**config.mk**
```make
export PLATFORM = sky130hd
export DESIGN_NAME = kas_ctrl
export DESIGN_NICKNAME = d
export VERILOG_FILES = /design/src/rtl/kas_pkg.sv /design/src/rtl/kas_ctrl.sv
export SDC_FILE = /design/constraint.sdc
export NUM_CORES = 1
export LEC_CHECK = 0
export BUFFER_PORTS_ARGS = -buffer_cell sky130_fd_sc_hd__buf_2
export CORE_MARGIN = 2
export CORE_UTILIZATION = 51
export CTS_CLUSTER_SIZE = 40
export DETAILED_ROUTE_END_ITERATION = 16
export PLACE_DENSITY = 0.82
export RECOVER_POWER = 100
export SETUP_SLACK_MARGIN = 0.2
export SYNTH_ARGS = -nofsm -noshare
export SYNTH_HDL_FRONTEND = slang
export SYNTH_SLANG_ARGS = --single-unit
```
**constraint.sdc**
```tcl
create_clock -name clk -period 2.9 [get_ports clk]
set_input_delay 0.58 -clock clk [delete_from_list [all_inputs] [get_ports clk]]
set_output_delay 0.58 -clock clk [all_outputs]
set_load 0.01 [all_outputs]
```
**src/rtl/kas_pkg.sv**
```systemverilog
`default_nettype none
// ----------------------------------------------------------------------------
// kas_pkg
// Shared types and constants of the keyed attribute store: operation and
// status codes, hash constants, controller states and the command and
// status bundles between the controller and the datapath.
// ----------------------------------------------------------------------------
package kas_pkg;

	localparam logic [1:0] OP_SET   = 2'd0;
	localparam logic [1:0] OP_GET   = 2'd1;
	localparam logic [1:0] OP_COPY  = 2'd2;
	localparam logic [1:0] OP_CLEAR = 2'd3;

	localparam logic [1:0] ST_OK        = 2'd0;
	localparam logic [1:0] ST_SLOT_FULL = 2'd1;
	localparam logic [1:0] ST_POOL_FULL = 2'd2;
	localparam logic [1:0] ST_RESERVED  = 2'd3;

	localparam logic [63:0] MIX_C1    = 64'hff51afd7ed558ccd;
	localparam logic [63:0] MIX_C2    = 64'hc4ceb9fe1a85ec53;
	localparam int          MIX_SHIFT = 33;

	localparam int LOAD_NUM = 7;
	localparam int LOAD_DEN = 10;

	typedef enum logic [3:0] {
		H_IDLE, H_X1, H_A1, H_B1, H_C1, H_X2, H_A2, H_B2, H_C2, H_X3
	} kas_hstep_t;

	typedef enum logic [3:0] {
		S_CLEAR, S_IDLE, S_DISPATCH, S_HWAIT, S_PRD, S_PCHK, S_WRD, S_WCHK,
		S_SRD, S_SLATCH, S_THASH, S_TPROBE, S_DONE
	} kas_state_t;

	typedef enum logic [4:0] {
		A_NOP, A_CAPTURE, A_CLR_INIT, A_CLR_STEP, A_HASH_KEY, A_HASH_TGT,
		A_PROBE_HOME, A_PROBE_THOME, A_PROBE_NEXT, A_WALK_HEAD, A_WALK_NEXT,
		A_SRC_HEAD, A_SRC_LATCH, A_UPDATE, A_PREPEND, A_INSERT, A_GET_HIT,
		A_FAIL, A_FINISH
	} kas_act_t;

	typedef struct packed {
		kas_act_t   act;
		logic       tgt;
		logic       src;
		logic [1:0] code;
	} kas_cmd_t;

	typedef struct packed {
		logic [1:0] op;
		logic       key_zero;
		logic       tgt_zero;
		logic       hash_done;
		logic       slot_empty;
		logic       slot_match;
		logic       probe_last;
		logic       idx_end;
		logic       sym_hit;
		logic       src_end;
		logic       load_full;
		logic       pool_full;
		logic       clr_last;
		logic       out_free;
	} kas_stat_t;

endpackage
`default_nettype wire

```
**src/rtl/kas_ctrl.sv**
```systemverilog
`default_nettype none
// ----------------------------------------------------------------------------
// kas_ctrl
// Controller: sequences hashing, linear probing, chain walks, copy replay,
// table clearing and result hand-off by issuing datapath commands.
// ----------------------------------------------------------------------------
module kas_ctrl import kas_pkg::*; (
	input  wire logic      clk,
	input  wire logic      arst_n,
	input  wire logic      in_valid,
	output logic           in_ready,
	input  wire kas_stat_t st,
	output kas_cmd_t       cmd
);

	kas_state_t state_q, state_d;
	logic       tphase_q;
	logic       boot_q;
	logic       set_mode;
	logic       get_mode;
	kas_state_t ok_next;

	assign set_mode = (st.op == OP_SET) || tphase_q;
	assign get_mode = (st.op == OP_GET);
	assign ok_next  = tphase_q ? S_SRD : S_DONE;

	always_ff @(posedge clk or negedge arst_n) begin
		if (!arst_n) begin
			state_q  <= S_CLEAR;
			tphase_q <= 1'b0;
			boot_q   <= 1'b1;
		end else begin
			state_q <= state_d;
			if (state_q == S_DISPATCH) tphase_q <= 1'b0;
			if (state_q == S_SLATCH) tphase_q <= 1'b1;
			if (state_q == S_CLEAR && st.clr_last) boot_q <= 1'b0;
		end
	end

	always_comb begin
		state_d = state_q;
		case (state_q)
			S_CLEAR: if (st.clr_last) state_d = boot_q ? S_IDLE : S_DONE;
			S_IDLE: if (in_valid) state_d = S_DISPATCH;
			S_DISPATCH: begin
				if (st.op == OP_CLEAR) state_d = S_CLEAR;
				else if (st.key_zero || (st.op == OP_COPY && st.tgt_zero)) state_d = S_DONE;
				else state_d = S_HWAIT;
			end
			S_HWAIT: if (st.hash_done) state_d = S_PRD;
			S_PRD: state_d = S_PCHK;
			S_PCHK: begin
				if (st.slot_empty || (!st.slot_match && st.probe_last)) begin
					if (!set_mode) state_d = S_DONE;
					else if (st.slot_empty && !st.load_full && !st.pool_full)
						state_d = ok_next;
					else state_d = S_DONE;
				end else if (st.slot_match) begin
					state_d = (set_mode || get_mode) ? S_WRD : S_SRD;
				end else begin
					state_d = S_PRD;
				end
			end
			S_WRD: begin
				if (!st.idx_end) state_d = S_WCHK;
				else if (get_mode && !tphase_q) state_d = S_DONE;
				else if (st.pool_full) state_d = S_DONE;
				else state_d = ok_next;
			end
			S_WCHK: begin
				if (!st.sym_hit) state_d = S_WRD;
				else if (get_mode && !tphase_q) state_d = S_DONE;
				else state_d = ok_next;
			end
			S_SRD: state_d = st.src_end ? S_DONE : S_SLATCH;
			S_SLATCH: state_d = tphase_q ? S_TPROBE : S_THASH;
			S_THASH: state_d = S_HWAIT;
			S_TPROBE: state_d = S_PRD;
			S_DONE: if (st.out_free) state_d = S_IDLE;
			default: state_d = S_IDLE;
		endcase
	end

	always_comb begin
		cmd.act  = A_NOP;
		cmd.tgt  = tphase_q;
		cmd.src  = (state_q == S_SRD);
		cmd.code = ST_OK;
		in_ready = 1'b0;
		case (state_q)
			S_CLEAR: cmd.act = A_CLR_STEP;
			S_IDLE: begin
				in_ready = 1'b1;
				if (in_valid) cmd.act = A_CAPTURE;
			end
			S_DISPATCH: begin
				if (st.op == OP_CLEAR) cmd.act = A_CLR_INIT;
				else if (st.key_zero || (st.op == OP_COPY && st.tgt_zero)) begin
					cmd.act  = A_FAIL;
					cmd.code = ST_RESERVED;
				end else cmd.act = A_HASH_KEY;
			end
			S_HWAIT: if (st.hash_done) cmd.act = A_PROBE_HOME;
			S_PCHK: begin
				if (st.slot_empty || (!st.slot_match && st.probe_last)) begin
					if (set_mode) begin
						if (!st.slot_empty || st.load_full) begin
							cmd.act  = A_FAIL;
							cmd.code = ST_SLOT_FULL;
						end else if (st.pool_full) begin
							cmd.act  = A_FAIL;
							cmd.code = ST_POOL_FULL;
						end else cmd.act = A_INSERT;
					end
				end else if (st.slot_match) begin
					cmd.act = (set_mode || get_mode) ? A_WALK_HEAD : A_SRC_HEAD;
				end else cmd.act = A_PROBE_NEXT;
			end
			S_WRD: begin
				if (st.idx_end && !(get_mode && !tphase_q)) begin
					if (st.pool_full) begin
						cmd.act  = A_FAIL;
						cmd.code = ST_POOL_FULL;
					end else cmd.act = A_PREPEND;
				end
			end
			S_WCHK: begin
				if (!st.sym_hit) cmd.act = A_WALK_NEXT;
				else if (get_mode && !tphase_q) cmd.act = A_GET_HIT;
				else cmd.act = A_UPDATE;
			end
			S_SLATCH: cmd.act = A_SRC_LATCH;
			S_THASH: cmd.act = A_HASH_TGT;
			S_TPROBE: cmd.act = A_PROBE_THOME;
			S_DONE: if (st.out_free) cmd.act = A_FINISH;
			default: cmd.act = A_NOP;
		endcase
	end

endmodule
`default_nettype wire

```
# == Word-level counts from Yosys, hierarchy flattened ==
# Cells that the tools add are included.
# totals
ff_bits,6
out_inout_bits,10
word_cells,92
# op_classes
eq_ne,19
mux,48
n_reduce_logical,22
# op_table
op,count
2-to-1 mux 5 bit,11
one-hot mux 5 bit (11 select lines),1
one-hot mux 4 bit (13 select lines),1
2-to-1 mux 4 bit,12
2-to-1 mux 3 bit,8
equality test 4 bit (second input constant),5
2-to-1 mux 2 bit,9
equality test 4 x 3 -> 1 bit (second input constant),4
equality test 4 x 2 -> 1 bit (second input constant),2
inequality test 2 bit (second input constant),4
logical AND 1 bit,7
logical NOT 1 bit,6
one-hot mux 2 bit (3 select lines),1
logical OR 1 bit,5
2-to-1 mux 1 bit,5
equality test 2 bit (second input constant),2
equality test 4 x 1 -> 1 bit (second input constant),1
logical NOT 4 bit,1
AND reduction 4 bit,1
equality test 2 x 1 -> 1 bit (second input constant),1
logical NOT 2 bit,1
nonzero test 2 bit,1

# == Longest topological paths before layout ==
# logic_depth
depth_word,7
depth_mapped,6
ltp_nobuf,4

# == Worst setup path after synthesis ==
# No wires, ideal clock.
# synth_path
kind,input to output
start,in st[14] in the netlist's numbering
end,out cmd[4] in the netlist's numbering
arrival_ns,1.889
required_ns,2.320
setup_slack_ns,0.431
stages,5
path_buffers,1
cell_sequence,buf_6 and3b_1 o2111a_1 a41o_1 or4_1
# synth_rtl
item,line_no,rtl
start: declaration,kas_ctrl.sv:12,"input wire kas_stat_t st,"
end: declaration,kas_ctrl.sv:13,output kas_cmd_t cmd

==> impl_summary.txt <==
----------------------------------------------------
[Logic synthesis]
  Syn Inst Count ... 138
  Average cell area after synthesis ... about 7.0 µm²
  Sequential share of the synthesized area ... 0.156
  Unique cell type count in the Yosys netlist ... 52
  Xor and xnor fraction of the mapped netlist area ... 0
  Leading register cell type out of synthesis ... sky130_fd_sc_hd__dfrtp_1
  Post-synthesis share of cell area spent on and, or, nand and nor gates ... 0.403
  Main combinational cell family by area after synthesis ... simple AND/OR/NAND/NOR gates
  Warning count from the yosys run ... 0
  Number of enable flip-flop cells after synthesis ... 0
  Compound-gate portion of the synthesized area ... 0.331
  Fraction of the mapped netlist area in adder cells ... 0
  Seq cells post-synth ... 6
  Most area-hungry cell type in the Yosys netlist ... sky130_fd_sc_hd__dfrtp_1
  Synthesized area ... 972 µm²
  Biggest area contributors in the synthesized netlist ... sky130_fd_sc_hd__dfrtp_1 (13%), sky130_fd_sc_hd__nor2_1 (5.8%), sky130_fd_sc_hd__nor2b_1 (5.1%)
  Area fraction of the dominant cell type after synthesis ... 0.129
  Proportion of synthesized flip-flops having asynchronous set or reset ... 1.00
  Post-synth net total ... 156
  Portion of netlist area occupied by mux cells ... 0.0322

[Place]
  PortBufs ... 27
  Minimum setup slack after placement ... 0.245 ns
  Detailed placement HPWL ... 2.21 mm
  Number of placed cells counting well taps ... between 150 and 200
  Weighted congestion reported at the end of routability-driven placement ... 0.889

[GRT]
  Initial antenna violation count ... 0
  Total track usage ... 0.258
  First-pass GRT wire length ... 4.11 mm
  Number of global-route vias before repair ... 965
  Pin count of the biggest net entering global routing ... 15
  Residual overflow from global routing ... 0

[Clock network]
  H-tree lvl count ... 1
  Clock tree from TritonCTS ... done
  Clock Latency Late Sink ... 0.24 ns
  Clock slew at reported path FFs ... 0.05 ns
  Number of buffers created by CTS ... 3
  Deepest clock path buffer count ... 2
  Root buffer cell ... sky130_fd_sc_hd__clkbuf_4
  Number of sinks handled by clock tree synthesis ... 6

[Critical path]
  Sort of element at the start of the critical path ... flop
  Worst-path maximum fanout ... 10
  Data arrival time of the critical path ... 2.10 ns
  Crit path kind ... flop to output port
  Worst Path Required ... 2.32 ns
  Setup crit end kind ... output port

[Status]
  Status ... finished, final reports clean

[Cells and area]
  Post-layout nets ... 182
  Layout area overhead ... 17.0%
  Antenna diode instance count ... 0
  Fraction of layout instances using a drive strength above 1 ... 0.202
  Non-filler instance count after layout ... roughly 190
  Reg area ... 151 µm²
  # fillers ... 188
  Multi-input gate area in the final layout ... 744 µm²

[Routing]
  DRC violation count after routing ... 0
  Initial DRC count ... 55
  Average routed wire per standard cell ... about 15 µm
  Routed vias ... 1192
  Post-DR vias/cell ... 6.34
  Aggregate routed wire length ... around 2.8 mm
  Initial DRT Pass Iterations ... 4
  ANT nets after route ... 0

[Timing]
  Post-route setup slack ... 0.220 ns
  Worst slew margin ... 0.701
  TNS Setup ... 0 ns
  Max-slew violation count ... 0
  Clock tree skew after final layout ... 0.00479 ns
  Upper clock frequency limit ... 373 MHz
  Number of setup violations in the final report ... 0
  Number of hold violations in the final report ... 0
  Minimum clock period ... 2.68 ns
  Measured slew at the worst slew-check pin ... 0.449 ns
  Worst Hold Margin ... 0.200 ns
  Ratio of final minimum period to clock period ... 0.924
  Setup repair after global routing missed its margin ... no

[Power]
  Leakage Power ... 0.481 nW
  Power Dens Cells ... 898 nW/µm²
  Maximum vdd drop ... 0.000592 V
  Final Power ... 0.00102 W

[Die]
  Die area ... 2270 µm²
  Vert. Die Dim ... around 48 µm
  Area inside the core boundary ... 1760 µm²
  DIE WIDTH ... 47.7 µm
  Number of placed I/O pins ... 28
  Initial Util ... 0.551
  Number of placement rows ... 15

[Min path]
  Hold/Removal Path Class ... primary input to asynchronous set/reset pin

[Job]
  Number of maximum-capacitance constraint violations ... 0

----------------------------------------------------
[timing repair]
| item | 4_1_cts | 5_1_grt |
|---|---|---|
| hold buffers | 0 | 0 |
| setup endpoints to repair | 0 | 1 |
| buffers inserted | 0 | 1 |
| endpoints found under the hold margin | 0 | 0 |
| gates resized for setup | 0 | 2 |
[cells in the final DEF, fill, tap and decap left out, drive strengths merged, types with 4 or more instances in the layout]
cell type / instances
dfrtp: 5
clkbuf: 14
nor3: 6
nand3: 4
nor2: 15
nor2b: 8
o21ai: 6
inv: 4
nand2b: 6
nand2: 12
buf: 23
o22ai: 4
[kinds of logic after synthesis]
logic type / Yosys count
buffers and inverters: 16
multiplexers: 3
flip-flops: 6
AND/OR/NAND/NOR: 70
AO/OA/AOI/OAI: 43
[sequential cells by signal, summed over array words and instances (netlist names)]
register	cells
boot_q	1
state_q	4
tphase_q	1
[cells in the mapped netlist (2+ instances only)]
master and instances:
sky130_fd_sc_hd__a21oi_1 3, sky130_fd_sc_hd__nor3_1 6, sky130_fd_sc_hd__mux2i_1 2, sky130_fd_sc_hd__nand2_1 12, sky130_fd_sc_hd__nor2_1 15, sky130_fd_sc_hd__o21ai_0 6
sky130_fd_sc_hd__o221ai_1 2, sky130_fd_sc_hd__and3b_1 2, sky130_fd_sc_hd__a31oi_1 2, sky130_fd_sc_hd__dfrtp_1 5, sky130_fd_sc_hd__and3_1 2, sky130_fd_sc_hd__a22oi_1 2
sky130_fd_sc_hd__buf_2 4, sky130_fd_sc_hd__o21a_1 2, sky130_fd_sc_hd__or3b_1 3, sky130_fd_sc_hd__or2_1 2, sky130_fd_sc_hd__o21bai_1 3, sky130_fd_sc_hd__nor3b_1 2
sky130_fd_sc_hd__or4_1 2, sky130_fd_sc_hd__o211ai_1 3, sky130_fd_sc_hd__inv_1 3, sky130_fd_sc_hd__a41o_1 2, sky130_fd_sc_hd__nand3_1 4, sky130_fd_sc_hd__o22ai_1 4
sky130_fd_sc_hd__or3_1 2, sky130_fd_sc_hd__clkbuf_1 5, sky130_fd_sc_hd__nor2b_1 8, sky130_fd_sc_hd__nand2b_1 6
[final timing paths]
kind	start	endpoint	slack, ns	depth (start not counted)
min in group clk	boot_q	boot_q	0.47	2
max in group asynchronous	arst_n	boot_q	2.41	1
min	arst_n	state_q[1]	0.20	1
max	state_q[0]	cmd[8]	0.22	6
max reg2reg	state_q[0]	state_q[3]	0.70	5
min reg2reg	boot_q	boot_q	0.47	2
[final cells by class]
| type | instances | share of cell area |
|---|---|---|
| Sequential cell | 6 | 0.133 |
| Inverter | 4 | 0.0132 |
| Multi-Input combinational cell | 116 | 0.655 |
| Tap cell | 25 | 0.0275 |
| Timing Repair Buffer | 33 | 0.149 |
| Clock buffer | 4 | 0.0231 |
[stage by stage]
stage               instance area (µm²)  utilization
floorplan                           972            -
global placement                   1110        0.632
detailed placement                 1110        0.632
CTS                                1140        0.647
global route                       1140        0.645
finish                             1140        0.645
[metal layers]
layer  global-route usage  vias up  wire length (µm)
li1                     -      569                 -
met1                0.359      561              1200
met2                0.395       56              1370
met3               0.0264        6               200
met4                0.135        0                53
met5                    0        -                 0
[power by group]
group | switching, W | internal, W
clock | 0.0000278 | 0.0000520
sequential | 0.0000759 | 0.000118
combinational | 0.000423 | 0.000325
[critical path, cell delays in order, from the launching register on]
cell	delay (ns)
sky130_fd_sc_hd__dfrtp_1	0.45
sky130_fd_sc_hd__clkbuf_1	0.36
sky130_fd_sc_hd__nor2_1	0.14
sky130_fd_sc_hd__and3_1	0.20
sky130_fd_sc_hd__o21ai_0	0.22
sky130_fd_sc_hd__or3b_1	0.37
sky130_fd_sc_hd__clkbuf_1	0.13
Power figures use the tool's default switching activity.
